## src/design/onewire_temperature_reader_macros.svh

```systemverilog
// ----------------------------------------------------------------------------
// One-wire temperature reader assertion macros
// Concurrent assertion helpers, empty when SYNTHESIS is defined.
// ----------------------------------------------------------------------------
`ifndef ONEWIRE_TEMPERATURE_READER_MACROS_SVH
`define ONEWIRE_TEMPERATURE_READER_MACROS_SVH

`ifndef SYNTHESIS
`define OWTR_ASSERT_IMP(lbl, clk, rstn, ante, cons) \
  lbl: assert property (@(posedge clk) disable iff (!rstn) (ante) |-> (cons)) \
    else $error("owtr assertion failed");
`define OWTR_ASSERT_NXT(lbl, clk, rstn, ante, cons) \
  lbl: assert property (@(posedge clk) disable iff (!rstn) (ante) |=> (cons)) \
    else $error("owtr assertion failed");
`else
`define OWTR_ASSERT_IMP(lbl, clk, rstn, ante, cons)
`define OWTR_ASSERT_NXT(lbl, clk, rstn, ante, cons)
`endif

`endif

```

## src/design/owtr_pkg.sv

```systemverilog
// ----------------------------------------------------------------------------
// One-wire temperature reader package
// Payload types, register indexes, sequencer phases and bus commands.
// ----------------------------------------------------------------------------
package owtr_pkg;

  localparam int unsigned RegWidth = 10;

  typedef struct packed {
    logic line_level;
    logic start_convert;
    logic start_read;
  } in_t;

  typedef struct packed {
    logic               drive_low;
    logic               busy_res;
    logic               done_res;
    logic               no_device;
    logic               is_read_result;
    logic signed [15:0] temperature_raw;
  } out_t;

  typedef enum logic [2:0] {
    RegResetLow     = 3'd0,
    RegPresenceWait = 3'd1,
    RegPresenceEnd  = 3'd2,
    RegShortLow     = 3'd3,
    RegSlot         = 3'd4,
    RegSampleDelay  = 3'd5,
    RegReadTail     = 3'd6,
    RegWriteTail    = 3'd7
  } reg_idx_e;

  typedef struct packed {
    logic [RegWidth-1:0] reset_low_us;
    logic [RegWidth-1:0] presence_wait_us;
    logic [RegWidth-1:0] presence_end_us;
    logic [RegWidth-1:0] short_low_us;
    logic [RegWidth-1:0] slot_us;
    logic [RegWidth-1:0] sample_delay_us;
    logic [RegWidth-1:0] read_tail_us;
    logic [RegWidth-1:0] write_tail_us;
  } cfg_t;

  localparam logic [RegWidth-1:0] ResetLowDflt     = 10'd500;
  localparam logic [RegWidth-1:0] PresenceWaitDflt = 10'd100;
  localparam logic [RegWidth-1:0] PresenceEndDflt  = 10'd300;
  localparam logic [RegWidth-1:0] ShortLowDflt     = 10'd2;
  localparam logic [RegWidth-1:0] SlotDflt         = 10'd60;
  localparam logic [RegWidth-1:0] SampleDelayDflt  = 10'd10;
  localparam logic [RegWidth-1:0] ReadTailDflt     = 10'd50;
  localparam logic [RegWidth-1:0] WriteTailDflt    = 10'd2;

  localparam logic [7:0] CmdSkipRom = 8'hCC;
  localparam logic [7:0] CmdConvert = 8'h44;
  localparam logic [7:0] CmdReadPad = 8'hBE;

  localparam logic [1:0] ByteCmd0  = 2'd0;
  localparam logic [1:0] ByteCmd1  = 2'd1;
  localparam logic [1:0] ByteData0 = 2'd2;
  localparam logic [1:0] ByteData1 = 2'd3;

  typedef enum logic [8:0] {
    PhIdle     = 9'b000000001,
    PhRstLow   = 9'b000000010,
    PhPresWait = 9'b000000100,
    PhPresEnd  = 9'b000001000,
    PhWrLow    = 9'b000010000,
    PhWrRel    = 9'b000100000,
    PhRdLow    = 9'b001000000,
    PhRdWait   = 9'b010000000,
    PhRdTail   = 9'b100000000
  } phase_e;

endpackage

```

## src/design/owtr_cfg.sv

```systemverilog
// ----------------------------------------------------------------------------
// One-wire temperature reader timing registers
// Eight 10-bit timing registers written through a plain write port.
// ----------------------------------------------------------------------------
module owtr_cfg (
  input  logic                                clk_i,
  input  logic                                rst_ni,
  input  logic                                cfg_we_i,
  input  logic [2:0]                          cfg_idx_i,
  input  logic [owtr_pkg::RegWidth-1:0]       cfg_wdata_i,
  output owtr_pkg::cfg_t                      cfg_o
);

  owtr_pkg::cfg_t cfg_q, cfg_d;

  always_comb begin
    cfg_d = cfg_q;
    if (cfg_we_i) begin
      case (owtr_pkg::reg_idx_e'(cfg_idx_i))
        owtr_pkg::RegResetLow:     cfg_d.reset_low_us     = cfg_wdata_i;
        owtr_pkg::RegPresenceWait: cfg_d.presence_wait_us = cfg_wdata_i;
        owtr_pkg::RegPresenceEnd:  cfg_d.presence_end_us  = cfg_wdata_i;
        owtr_pkg::RegShortLow:     cfg_d.short_low_us     = cfg_wdata_i;
        owtr_pkg::RegSlot:         cfg_d.slot_us          = cfg_wdata_i;
        owtr_pkg::RegSampleDelay:  cfg_d.sample_delay_us  = cfg_wdata_i;
        owtr_pkg::RegReadTail:     cfg_d.read_tail_us     = cfg_wdata_i;
        owtr_pkg::RegWriteTail:    cfg_d.write_tail_us    = cfg_wdata_i;
        default:                   cfg_d = cfg_q;
      endcase
    end
  end

  always_ff @(posedge clk_i or negedge rst_ni) begin
    if (!rst_ni) begin
      cfg_q.reset_low_us     <= owtr_pkg::ResetLowDflt;
      cfg_q.presence_wait_us <= owtr_pkg::PresenceWaitDflt;
      cfg_q.presence_end_us  <= owtr_pkg::PresenceEndDflt;
      cfg_q.short_low_us     <= owtr_pkg::ShortLowDflt;
      cfg_q.slot_us          <= owtr_pkg::SlotDflt;
      cfg_q.sample_delay_us  <= owtr_pkg::SampleDelayDflt;
      cfg_q.read_tail_us     <= owtr_pkg::ReadTailDflt;
      cfg_q.write_tail_us    <= owtr_pkg::WriteTailDflt;
    end else begin
      cfg_q <= cfg_d;
    end
  end

  assign cfg_o = cfg_q;

endmodule

```

## src/design/owtr_seq.sv

```systemverilog
// ----------------------------------------------------------------------------
// One-wire temperature reader sequencer
// Bus phase state machine, advanced by one step per microsecond tick.
// ----------------------------------------------------------------------------
module owtr_seq #(
  parameter int unsigned COUNTER_WIDTH = 10
) (
  input  logic           clk_i,
  input  logic           rst_ni,
  input  owtr_pkg::cfg_t cfg_i,
  input  logic           step_i,
  input  owtr_pkg::in_t  item_i,
  output owtr_pkg::out_t res_o
);

  localparam logic [16:0] CntMax = 17'((1 << COUNTER_WIDTH) - 1);

  // Clamp a duration to [1, counter max].
  function automatic logic [COUNTER_WIDTH-1:0] dur(input logic [owtr_pkg::RegWidth-1:0] v);
    logic [16:0] ext;
    ext = 17'(v);
    if (ext == 17'd0) begin
      ext = 17'd1;
    end else if (ext > CntMax) begin
      ext = CntMax;
    end
    return ext[COUNTER_WIDTH-1:0];
  endfunction

  owtr_pkg::phase_e         phase_q, phase_d;
  logic [COUNTER_WIDTH-1:0] tick_q, tick_d, tick_inc, len;
  logic [2:0]               bit_q, bit_d, bit_inc;
  logic [1:0]               byte_q, byte_d;
  logic [7:0]               shift_q, shift_d;
  logic [7:0]               low_q, low_d;
  logic                     rd_q, rd_d;
  logic                     fin, nodev;

  assign tick_inc = tick_q + 1'b1;
  assign bit_inc  = bit_q + 1'b1;

  always_comb begin
    case (phase_q)
      owtr_pkg::PhRstLow: len = dur(cfg_i.reset_low_us);
      owtr_pkg::PhWrLow:  len = dur(shift_q[0] ? cfg_i.short_low_us : cfg_i.slot_us);
      owtr_pkg::PhWrRel:  len = dur(shift_q[0] ? cfg_i.slot_us : cfg_i.write_tail_us);
      owtr_pkg::PhRdLow:  len = dur(cfg_i.short_low_us);
      owtr_pkg::PhRdWait: len = dur(cfg_i.sample_delay_us);
      owtr_pkg::PhRdTail: len = dur(cfg_i.read_tail_us);
      default:            len = COUNTER_WIDTH'(1);
    endcase
  end

  always_comb begin
    phase_d = phase_q;
    tick_d  = tick_q;
    bit_d   = bit_q;
    byte_d  = byte_q;
    shift_d = shift_q;
    low_d   = low_q;
    rd_d    = rd_q;
    fin     = 1'b0;
    nodev   = 1'b0;

    case (phase_q)
      owtr_pkg::PhIdle: begin
        if (item_i.start_convert || item_i.start_read) begin
          rd_d    = item_i.start_read;
          bit_d   = 3'd0;
          byte_d  = owtr_pkg::ByteCmd0;
          shift_d = 8'd0;
          phase_d = owtr_pkg::PhRstLow;
          tick_d  = COUNTER_WIDTH'(1);
        end
      end
      owtr_pkg::PhPresWait: begin
        if (!item_i.line_level) begin
          phase_d = owtr_pkg::PhPresEnd;
          tick_d  = '0;
        end else begin
          tick_d = tick_inc;
          if (tick_inc >= dur(cfg_i.presence_wait_us)) begin
            fin   = 1'b1;
            nodev = 1'b1;
          end
        end
      end
      owtr_pkg::PhPresEnd: begin
        tick_d = tick_inc;
        if (item_i.line_level || tick_inc >= dur(cfg_i.presence_end_us)) begin
          shift_d = owtr_pkg::CmdSkipRom;
          bit_d   = 3'd0;
          byte_d  = owtr_pkg::ByteCmd0;
          phase_d = owtr_pkg::PhWrLow;
          tick_d  = COUNTER_WIDTH'(1);
        end
      end
      owtr_pkg::PhRstLow, owtr_pkg::PhWrLow, owtr_pkg::PhWrRel,
      owtr_pkg::PhRdLow, owtr_pkg::PhRdWait, owtr_pkg::PhRdTail: begin
        if (tick_q < len) begin
          tick_d = tick_inc;
        end else begin
          tick_d = COUNTER_WIDTH'(1);
          case (phase_q)
            owtr_pkg::PhRstLow: begin
              phase_d = owtr_pkg::PhPresWait;
              tick_d  = '0;
            end
            owtr_pkg::PhWrLow: phase_d = owtr_pkg::PhWrRel;
            owtr_pkg::PhWrRel: begin
              shift_d = {1'b0, shift_q[7:1]};
              bit_d   = bit_inc;
              if (bit_inc != 3'd0) begin
                phase_d = owtr_pkg::PhWrLow;
              end else if (byte_q == owtr_pkg::ByteCmd0) begin
                byte_d  = owtr_pkg::ByteCmd1;
                shift_d = rd_q ? owtr_pkg::CmdReadPad : owtr_pkg::CmdConvert;
                phase_d = owtr_pkg::PhWrLow;
              end else if (!rd_q) begin
                fin = 1'b1;
              end else begin
                byte_d  = owtr_pkg::ByteData0;
                shift_d = 8'd0;
                phase_d = owtr_pkg::PhRdLow;
              end
            end
            owtr_pkg::PhRdLow: phase_d = owtr_pkg::PhRdWait;
            owtr_pkg::PhRdWait: begin
              // sample on the first tail tick, LSB first
              shift_d = {item_i.line_level, shift_q[7:1]};
              phase_d = owtr_pkg::PhRdTail;
            end
            owtr_pkg::PhRdTail: begin
              bit_d = bit_inc;
              if (bit_inc != 3'd0) begin
                phase_d = owtr_pkg::PhRdLow;
              end else if (byte_q == owtr_pkg::ByteData0) begin
                low_d   = shift_q;
                shift_d = 8'd0;
                byte_d  = owtr_pkg::ByteData1;
                phase_d = owtr_pkg::PhRdLow;
              end else begin
                fin = 1'b1;
              end
            end
            default: begin
              phase_d = owtr_pkg::PhIdle;
              tick_d  = '0;
            end
          endcase
        end
      end
      default: begin
        phase_d = owtr_pkg::PhIdle;
        tick_d  = '0;
      end
    endcase

    if (fin) begin
      phase_d = owtr_pkg::PhIdle;
      tick_d  = '0;
    end
  end

  always_comb begin
    res_o.drive_low      = (phase_d == owtr_pkg::PhRstLow) || (phase_d == owtr_pkg::PhWrLow) ||
                           (phase_d == owtr_pkg::PhRdLow);
    res_o.busy_res       = (phase_d != owtr_pkg::PhIdle);
    res_o.done_res       = fin;
    res_o.no_device      = nodev;
    res_o.is_read_result = fin && rd_q;
    res_o.temperature_raw = (fin && rd_q && !nodev) ? $signed({shift_q, low_q}) : 16'sd0;
  end

  always_ff @(posedge clk_i or negedge rst_ni) begin
    if (!rst_ni) begin
      phase_q <= owtr_pkg::PhIdle;
      tick_q  <= '0;
      bit_q   <= 3'd0;
      byte_q  <= owtr_pkg::ByteCmd0;
      shift_q <= 8'd0;
      low_q   <= 8'd0;
      rd_q    <= 1'b0;
    end else if (step_i) begin
      phase_q <= phase_d;
      tick_q  <= tick_d;
      bit_q   <= bit_d;
      byte_q  <= byte_d;
      shift_q <= shift_d;
      low_q   <= low_d;
      rd_q    <= rd_d;
    end
  end

endmodule

```

## src/design/onewire_temperature_reader.sv

```systemverilog
// ----------------------------------------------------------------------------
// One-wire temperature reader
// Single-wire bus master: reset/presence, skip-ROM, convert or read scratchpad.
// ----------------------------------------------------------------------------
// Usage:
//   Each input beat is one microsecond tick carrying the sampled bus level and
//   the two start strobes. Each input beat yields exactly one output beat
//   holding drive_low (bus pull-down), busy, a done pulse, the no-device flag,
//   the read flag and the signed raw temperature in 1/16 degree units.
//   A beat is taken when valid is high and stall is low on that channel.
//   An accepted beat waits in the input register until the result register can
//   take it; the sequencer then steps and its result is loaded there.
//   It takes one beat per cycle unless the receiver stalls; one step per beat.
//   When the receiver stalls, the result register holds, the input register
//   fills and then in_stall_o rises; no beat is lost or repeated.
//   The user must write timing registers (cfg_we_i/cfg_idx_i/cfg_wdata_i) only
//   while idle, not enforced by the block; they take effect on the next tick.
//   Reset returns the sequencer to idle, empties both registers and loads the
//   default timings. No clearing pass is needed.
// ----------------------------------------------------------------------------
`include "onewire_temperature_reader_macros.svh"

module onewire_temperature_reader #(
  parameter int unsigned COUNTER_WIDTH = 10
) (
  input  logic                          clk_i,
  input  logic                          rst_ni,
  input  logic                          in_valid_i,
  output logic                          in_stall_o,
  input  owtr_pkg::in_t                 in_data_i,
  output logic                          out_valid_o,
  input  logic                          out_stall_i,
  output owtr_pkg::out_t                out_data_o,
  input  logic                          cfg_we_i,
  input  logic [2:0]                    cfg_idx_i,
  input  logic [owtr_pkg::RegWidth-1:0] cfg_wdata_i
);

  owtr_pkg::cfg_t cfg;
  owtr_pkg::in_t  s1_data_q;
  owtr_pkg::out_t out_data_q, res;
  logic           s1_valid_q, s1_valid_d;
  logic           out_valid_q, out_valid_d;
  logic           out_ready, s1_ready, step;

  owtr_cfg u_cfg (
    .clk_i       (clk_i),
    .rst_ni      (rst_ni),
    .cfg_we_i    (cfg_we_i),
    .cfg_idx_i   (cfg_idx_i),
    .cfg_wdata_i (cfg_wdata_i),
    .cfg_o       (cfg)
  );

  owtr_seq #(
    .COUNTER_WIDTH (COUNTER_WIDTH)
  ) u_seq (
    .clk_i  (clk_i),
    .rst_ni (rst_ni),
    .cfg_i  (cfg),
    .step_i (step),
    .item_i (s1_data_q),
    .res_o  (res)
  );

  assign out_ready  = !out_valid_q || !out_stall_i;
  assign step       = s1_valid_q && out_ready;
  assign s1_ready   = !s1_valid_q || out_ready;
  assign in_stall_o = !s1_ready;

  assign s1_valid_d  = s1_ready ? in_valid_i : s1_valid_q;
  assign out_valid_d = out_ready ? s1_valid_q : out_valid_q;

  always_ff @(posedge clk_i or negedge rst_ni) begin
    if (!rst_ni) begin
      s1_valid_q  <= 1'b0;
      out_valid_q <= 1'b0;
    end else begin
      s1_valid_q  <= s1_valid_d;
      out_valid_q <= out_valid_d;
    end
  end

  always_ff @(posedge clk_i) begin
    if (in_valid_i && s1_ready) begin
      s1_data_q <= in_data_i;
    end
    if (step) begin
      out_data_q <= res;
    end
  end

  assign out_valid_o = out_valid_q;
  assign out_data_o  = out_data_q;

  `OWTR_ASSERT_IMP(a_done_ends_busy, clk_i, rst_ni, out_valid_q && out_data_q.done_res, !out_data_q.busy_res)
  `OWTR_ASSERT_IMP(a_nodev_with_done, clk_i, rst_ni, out_valid_q && out_data_q.no_device, out_data_q.done_res && (out_data_q.temperature_raw == 16'sd0))
  `OWTR_ASSERT_IMP(a_temp_only_on_read, clk_i, rst_ni, out_valid_q && (out_data_q.temperature_raw != 16'sd0), out_data_q.done_res && out_data_q.is_read_result)
  `OWTR_ASSERT_IMP(a_drive_while_busy, clk_i, rst_ni, out_valid_q && out_data_q.drive_low, out_data_q.busy_res)
  `OWTR_ASSERT_NXT(a_s1_held_on_block, clk_i, rst_ni, s1_valid_q && !out_ready, s1_valid_q && $stable(s1_data_q))

endmodule
```

## config.mk

```make
export PLATFORM = sky130hd
export DESIGN_NAME = onewire_temperature_reader
export DESIGN_NICKNAME = d
export VERILOG_FILES = /design/src/design/owtr_pkg.sv /design/src/design/owtr_cfg.sv /design/src/design/owtr_seq.sv /design/src/design/onewire_temperature_reader.sv
export VERILOG_INCLUDE_DIRS = /design/src /design/src/design
export SDC_FILE = /design/constraint.sdc
export NUM_CORES = 1
export LEC_CHECK = 0
export BUFFER_PORTS_ARGS = -buffer_cell sky130_fd_sc_hd__buf_2
export CORE_ASPECT_RATIO = 0.6
export CORE_MARGIN = 3
export CORE_UTILIZATION = 36
export CTS_CLUSTER_SIZE = 20
export DETAILED_ROUTE_END_ITERATION = 6
export HOLD_SLACK_MARGIN = 0.1
export PLACE_DENSITY_LB_ADDON = 0.25
export SYNTH_ARGS = -nofsm -noshare
export SYNTH_HDL_FRONTEND = slang
export SYNTH_SLANG_ARGS = --single-unit
```

## constraint.sdc

```tcl
create_clock -name clk_i -period 4.1 [get_ports clk_i]
set_input_delay 0.82 -clock clk_i [delete_from_list [all_inputs] [get_ports clk_i]]
set_output_delay 0.82 -clock clk_i [all_outputs]
set_load 0.03 [all_outputs]
```

==> results.cfg, run 1 <==
[yosys]
async_flop_share_pct = 83.67
yosys_warnings = 0
ys_ff_latch = 147
syn_inst = 768
synth-edff-count = 24
ys_seq_area_share_pct = 46.70
synth_area_leader_cell = dfrtp_1
ys.flop_type = dfrtp_1
synth_top_area_share_pct = 29.91
synth.cell_area_um2 = 8200
avgSynthCellArea_um2 = 10.68
synth_cell_types = 79
yosys-top-cells-area = dfrtp_1, edfxtp_1, mux2_2, dfstp_2, ha_1
synth_fp_nets = 821

[drt]
wl_per_cell_um = 20.97
drtIter0Drc = 637
drc_errors = 0
ant_nets = 0
vias = 6772
drt-vias-per-instance = 5.537
wirelength_mm = 25.65
dr.pass1.iters = 5

[sta]
worst_slack_ns = -0.1846
drv_slew = 0
final_hold_viol_count = 0
tightestPinTransition_ns = 0.9016
min_period_over_period_pct = 104.5
clock.fmax_ghz = 0.2334
period_needed_ns = 4.285
grt_setup_unrepaired = yes
setup_viol = 47
skew_ns = 0.009624
relSlewSlack_pct = 39.63

[worst_setup_path]
path_max_fanout = 5
endpoint_kind = flip-flop
worst-setup-path-type = reg2reg
start_kind = flip-flop
cp.required_ns = 4.23
worstPathArrival_ns = 4.42

[final_layout]
fillers = 2064
fin_nets = 956
multi_input_area_um2 = 4432
area_delta_synth_final_pct = 27.83
antenna_cells = 0
drive_gt1_share_pct = 40.33
stdcell_count = 1223
seq_area_um2 = 3830
stdcell_area_um2 = 10480

[global_routing]
grtUsageTotal_pct = 21.06
met1_usage_pct = 33.71
antenna_found_initial = 0
gr-total-overflow = 0
grt_pass1_vias = 6518
grt_pass1_wl_mm = 39.36
grt.met3_usage_pct = 6.998
grt_use_met2_pct = 26.91
busiest_layer = met1
grt_max_degree = 87

[power]
peakVddDrop_mv = 0.2699
pwr_density_cell_nw_per_um2 = 491.2
p_leak_nw = 4.703
finalPower_w = 0.005149

[cts]
numCtsBuffers = 17
clk_pin_slew_ns = 0.07
clock_latency_ns = 0.43
cts_tree = yes
htreeDepth = 4
cts.sinks = 147
clock_path_buffers = 2
clock_tree.root_cell = clkbuf_16
ctsHoldBuffers = 0

[placement]
dp_cells = 1180
place.gp.congestion = 0.9523
hpwl_mm = 18.90
placed_area_um2 = 9379
post-place-ws_ns = -0.3146
portBuffers = 43

[die]
rows = 42
initial_core_util_pct = 36.89
dieArea_um2 = 24680
die_x_um = 200.8
io_pins = 44
die_y_um = 122.9
core_area_um2 = 22230

[outcome]
violations = setup timing
status = finished with violations

[flow_run]
drv_cap = 0

[hold_path]
min_path_type = in2async
## final cells by class
class | count | share of cell area (%)
tap | 308 | 3.676
clock inverter | 12 | 1.253
inverter | 41 | 1.492
timing repair buffer | 148 | 10.43
clock buffer | 19 | 4.333
sequential | 147 | 36.54
multi-input combinational | 548 | 42.28
## critical path, cell delays in order, from the launching register on
cell and delay (ns):
dfrtp_1 0.38, or4_4 0.54, or4_4 0.44, o311a_4 0.35
a21o_1 0.18, a221o_1 0.31, nor2_2 0.13, ha_4 0.22
a22oi_2 0.12, o211ai_1 0.15, a21oi_1 0.20, or2b_4 0.33
a21oi_4 0.20, buf_6 0.14, o21a_1 0.14, o2111ai_2 0.16
## sequential cells by signal, summed over array words and instances (netlist names)
signal and count:
out_valid_o 1, u_seq.rd_q 1, u_seq.tick_q 10, u_seq.bit_q 3, u_seq.shift_q 8, out_data_o 21, u_seq.byte_q 2, u_cfg.cfg_o 80
s1_valid_q 1, u_seq.phase_q 9, u_seq.low_q 8, s1_data_q 3
## layout by cell type (no fill, tap or decap), types with 5 or more instances in the layout
cell	count
edfxtp_1	24
nand4_1	8
o21ai_2	9
nand3_1	20
a21o_1	5
dfrtp_1	98
mux2_4	16
mux2_2	63
and2_4	16
a22o_1	7
nand2_1	68
a221oi_1	8
a21oi_1	28
nor3_1	13
dfstp_2	25
a22oi_1	8
ha_1	31
xor2_1	7
and3_1	8
buf_2	42
o21a_1	6
o21ai_0	41
nor2_1	36
buf_4	92
o211ai_1	5
clkbuf_16	18
o21ai_1	8
inv_1	39
buf_6	10
nand2b_1	9
nand4b_1	5
nor4_1	12
## path summary, 6_finish.rpt
path / from / endpoint / slack (ns) / cells past startpoint
max reg2reg: u_cfg.cfg_o[47] / out_data_o[20] / -0.18 / 15
max in group asynchronous: rst_ni / u_cfg.cfg_o[78] / 2.84 / 2
min: rst_ni / u_seq.shift_q[1] / 0.37 / 1
min in group clk_i: s1_valid_q / out_valid_o / 0.49 / 1
max: u_cfg.cfg_o[47] / out_data_o[20] / -0.18 / 15
min reg2reg: s1_valid_q / out_valid_o / 0.49 / 1
## stage by stage
stage                     TNS, ns  hold WS (ns)  utilization [%]
after floorplan           -0.8269        0.4489                -
after global routing       -10.68        0.3894            47.16
after detailed placement   -10.94        0.4666            42.19
final                      -3.484        0.3677            47.16
after CTS                  -6.691        0.3734            45.68
after global placement     -9.194        0.4610            42.19
## routing by layer
metal | vias to the layer above | part of all wire [%]
met3 | 11 | 9.0
met2 | 247 | 38
met4 | 0 | 0.51
met1 | 3384 | 52
li1 | 3130 | -
met5 | - | 0
## synth_stat cells (4+ instances only)
| library cell | number |
|---|---|
| dfrtp_1 | 98 |
| nand2_1 | 68 |
| mux2_2 | 63 |
| o21ai_0 | 48 |
| inv_1 | 40 |
| nor2_1 | 39 |
| ha_1 | 32 |
| a21oi_1 | 31 |
| dfstp_2 | 25 |
| edfxtp_1 | 24 |
| clkbuf_1 | 22 |
| nand3_1 | 20 |
| and2_1 | 19 |
| nor3_1 | 17 |
| nor4_1 | 12 |
| nand2b_1 | 10 |
| o21ai_1 | 10 |
| a221oi_1 | 9 |
| a22oi_1 | 9 |
| and3_1 | 9 |
| mux2_1 | 8 |
| mux2_4 | 8 |
| nand4_1 | 8 |
| a22o_1 | 7 |
| o31ai_1 | 7 |
| xor2_1 | 7 |
| o21a_1 | 6 |
| or4_1 | 6 |
| a21o_1 | 5 |
| nand4b_1 | 5 |
| o211ai_1 | 5 |
| a211oi_1 | 4 |
| buf_4 | 4 |
| o22ai_1 | 4 |
| o41ai_1 | 4 |
| or2_2 | 4 |
| xnor2_1 | 4 |
## where the power goes
part	switching (W)	internal (W)	leakage (nW)
sequential	0.000198	0.00175	1.75
combinational	0.000873	0.000753	2.66
clock	0.000644	0.000930	0.288
## repair_timing
action,4_1_cts,5_1_grt
gates cloned,1,1
pin swaps,15,21
buffers inserted,5,8
resized for setup,40,65
setup endpoints to repair,59,59
## kinds of logic after synthesis
family          synth area share (%)
simple gates                   16.48
compound gates                 15.23
flops                          46.70
mux                            11.34
buf+inv                        4.196
fa+ha+maj                      4.882
xor+xnor                       1.175
No activity file was read; power rests on OpenSTA's default activity.
==> run 2, diff against run 1 <==
--- a/config.mk
+++ b/config.mk
@@ -6,12 +6,12 @@
 export SDC_FILE = /design/constraint.sdc
 export NUM_CORES = 1
 export LEC_CHECK = 0
-export BUFFER_PORTS_ARGS = -buffer_cell sky130_fd_sc_hd__buf_2
 export CORE_ASPECT_RATIO = 0.6
 export CORE_MARGIN = 3
 export CORE_UTILIZATION = 36
 export CTS_CLUSTER_SIZE = 20
 export DETAILED_ROUTE_END_ITERATION = 6
+export DONT_BUFFER_PORTS = 1
 export HOLD_SLACK_MARGIN = 0.1
 export PLACE_DENSITY_LB_ADDON = 0.25
 export SYNTH_ARGS = -nofsm -noshare
==> constraint.sdc (replaced) <==
create_clock -name clk_i -period 4.31 [get_ports clk_i]
set_input_delay 0.862 -clock clk_i [delete_from_list [all_inputs] [get_ports clk_i]]
set_output_delay 0.862 -clock clk_i [all_outputs]
set_load 0.03 [all_outputs]
==> results.cfg, run 2 (synthesized netlist as in run 1, its figures left out) <==
[drt]
drt-vias-per-instance = 5.655
drc_errors = 0
vias = 6566
dr.pass1.iters = 5
wl_per_cell_um = 21.83
drtIter0Drc = 649
ant_nets = 0
wirelength_mm = 25.34

[sta]
relSlewSlack_pct = 35.89
worst_slack_ns = -0.1667
finalSetupTns_ns = -4.192
final_hold_viol_count = 0
clock.fmax_ghz = 0.2234
period_needed_ns = 4.477
min_period_over_period_pct = 103.9
skew_ns = 0.01131
grt_setup_unrepaired = yes
tightestPinTransition_ns = 0.9574
drv_slew = 0
setup_viol = 37
holdWs_ns = 0.1255

[worst_setup_path]
worstPathArrival_ns = 4.79
endpoint_kind = flip-flop
path_max_fanout = 8
cp.required_ns = 4.62
worst-setup-path-type = reg2reg
start_kind = flip-flop

[die]
initial_core_util_pct = 36.89
die_y_um = 122.9
core_area_um2 = 22230
die_x_um = 200.8
io_pins = 44
dieArea_um2 = 24680
rows = 42

[cts]
clock_latency_ns = 0.44
cts_tree = yes
clk_pin_slew_ns = 0.07
clock_tree.root_cell = clkbuf_16
cts.sinks = 147
clock_path_buffers = 2
numCtsBuffers = 17
htreeDepth = 4

[placement]
place.gp.congestion = 0.9394
post-place-ws_ns = -0.2652
hpwl_mm = 18.40
portBuffers = 0

[outcome]
violations = setup timing
status = finished with violations

[power]
internal_power_w = 0.003153
swShare_pct = 32.49
peakVddDrop_mv = 0.2425
seqPwrFrac_pct = 40.3
pwr_density_cell_nw_per_um2 = 467.1
p_leak_nw = 4.375
combPwrFrac_pct = 28.0
p_sw_w = 0.001517
pwr-share-clk_pct = 31.7

[global_routing]
grt_pass1_vias = 6107
gr-total-overflow = 0
antenna_found_initial = 2
grt_pass1_wl_mm = 38.04
grtUsageTotal_pct = 20.57
grt_max_degree = 124

[flow_run]
drv_cap = 0

[final_layout]
layout_commonest_cell = dfrtp_1
largest_reg_flops = 80
drive_gt1_share_pct = 33.69
fin_nets = 892
mostFrequentLayoutCells = dfrtp_1, nand2_1, buf_4
area_delta_synth_final_pct = 21.90

[hold_path]
min_path_type = in2async
==> run 2: changes by cell type in the layout (fill, tap and decap cells not counted), moves of 3 or more <==
| cell | before | now |
|---|---|---|
| dlygate4sd3_1 | 0 | 3 |
| a21oi_2 | 3 | 0 |
| a21oi_1 | 28 | 31 |
| o21ai_0 | 41 | 45 |
| buf_6 | 10 | 13 |
| buf_4 | 92 | 65 |
| clkbuf_1 | 1 | 5 |
| o21ai_1 | 8 | 4 |
| buf_2 | 42 | 0 |
==> run 2: layout make-up <==
type | count | area, µm²
inverters | 41 | 156.4
clock buffers | 23 | 457.9
fillers | 2073 | 12230
clock inverters | 9 | 108.9
repair buffers | 84 | 724.4
flip-flops and latches | 147 | 3830
well taps | 308 | 385.4
diodes | 1 | 2.502
multi-input cells | 548 | 4330
==> run 2: metal layers <==
| layer | track usage [%] | routed length (µm) | vias up |
|---|---|---|---|
| met1 | 32.60 | 13140 | 3294 |
| met4 | 4.691 | 258 | 2 |
| met5 | 0 | 7 | - |
| met2 | 25.90 | 9521 | 241 |
| met3 | 7.314 | 2408 | 28 |
| li1 | - | - | 3001 |
==> run 2: through the flow <==
| stage | std cells | cell area (µm²) | power (W) | utilization [%] |
|---|---|---|---|---|
| floorplan | 768 | 8214 | 0.002570 | - |
| finish | 1161 | 9996 | 0.004670 | 44.97 |
| global route | 1161 | 9996 | 0.004888 | 44.97 |
| detailed placement | 1114 | 8957 | 0.003007 | 40.30 |
| CTS | 1152 | 9630 | 0.004551 | 43.32 |
| global placement | 1114 | 8957 | 0.002996 | 40.30 |
==> run 2: power by group through the flow <==
stage	clock network, W	registers (W)	logic [W]
after floorplan	0	0.00184	0.000729
after CTS	0.00151	0.00188	0.00116
final	0.00148	0.00188	0.00131
after global routing	0.00157	0.00191	0.00141
after detailed placement	0	0.00190	0.00111
after global placement	0	0.00190	0.00110
==> run 2: final timing paths <==
kind / startpoint / to / slack [ns] / cells past startpoint
min: rst_ni / u_seq.shift_q[3] / 0.13 / 0
min reg2reg: s1_valid_q / out_valid_o / 0.50 / 1
max reg2reg: u_seq.phase_q[3] / u_seq.shift_q[7] / -0.17 / 13
min in group clk_i: s1_valid_q / out_valid_o / 0.50 / 1
max: u_seq.phase_q[3] / u_seq.shift_q[7] / -0.17 / 13
max in group asynchronous: rst_ni / u_seq.low_q[5] / 3.24 / 1
==> run 2: worst max-delay path: stages (launching register included) <==
cell      delay, ns
dfrtp_1        0.45
or4_1          0.59
nor4b_1        0.67
buf_4          0.23
a222oi_1       0.06
and3b_1        0.20
ha_1           0.36
nand4_1        0.18
nor3_1         0.21
o221a_2        0.22
o211a_4        0.21
a211oi_4       0.07
or4_4          0.56
mux2_4         0.33
==> run 2: timing repair <==
item / 4_1_cts / 5_1_grt
cloned: 0 / 1
pin swaps: 4 / 26
hold buffers: 1 / 2
resized for setup: 12 / 75
endpoints found under the setup margin: 49 / 58
buffers inserted: 5 / 6
endpoints found under the hold margin: 1 / 6
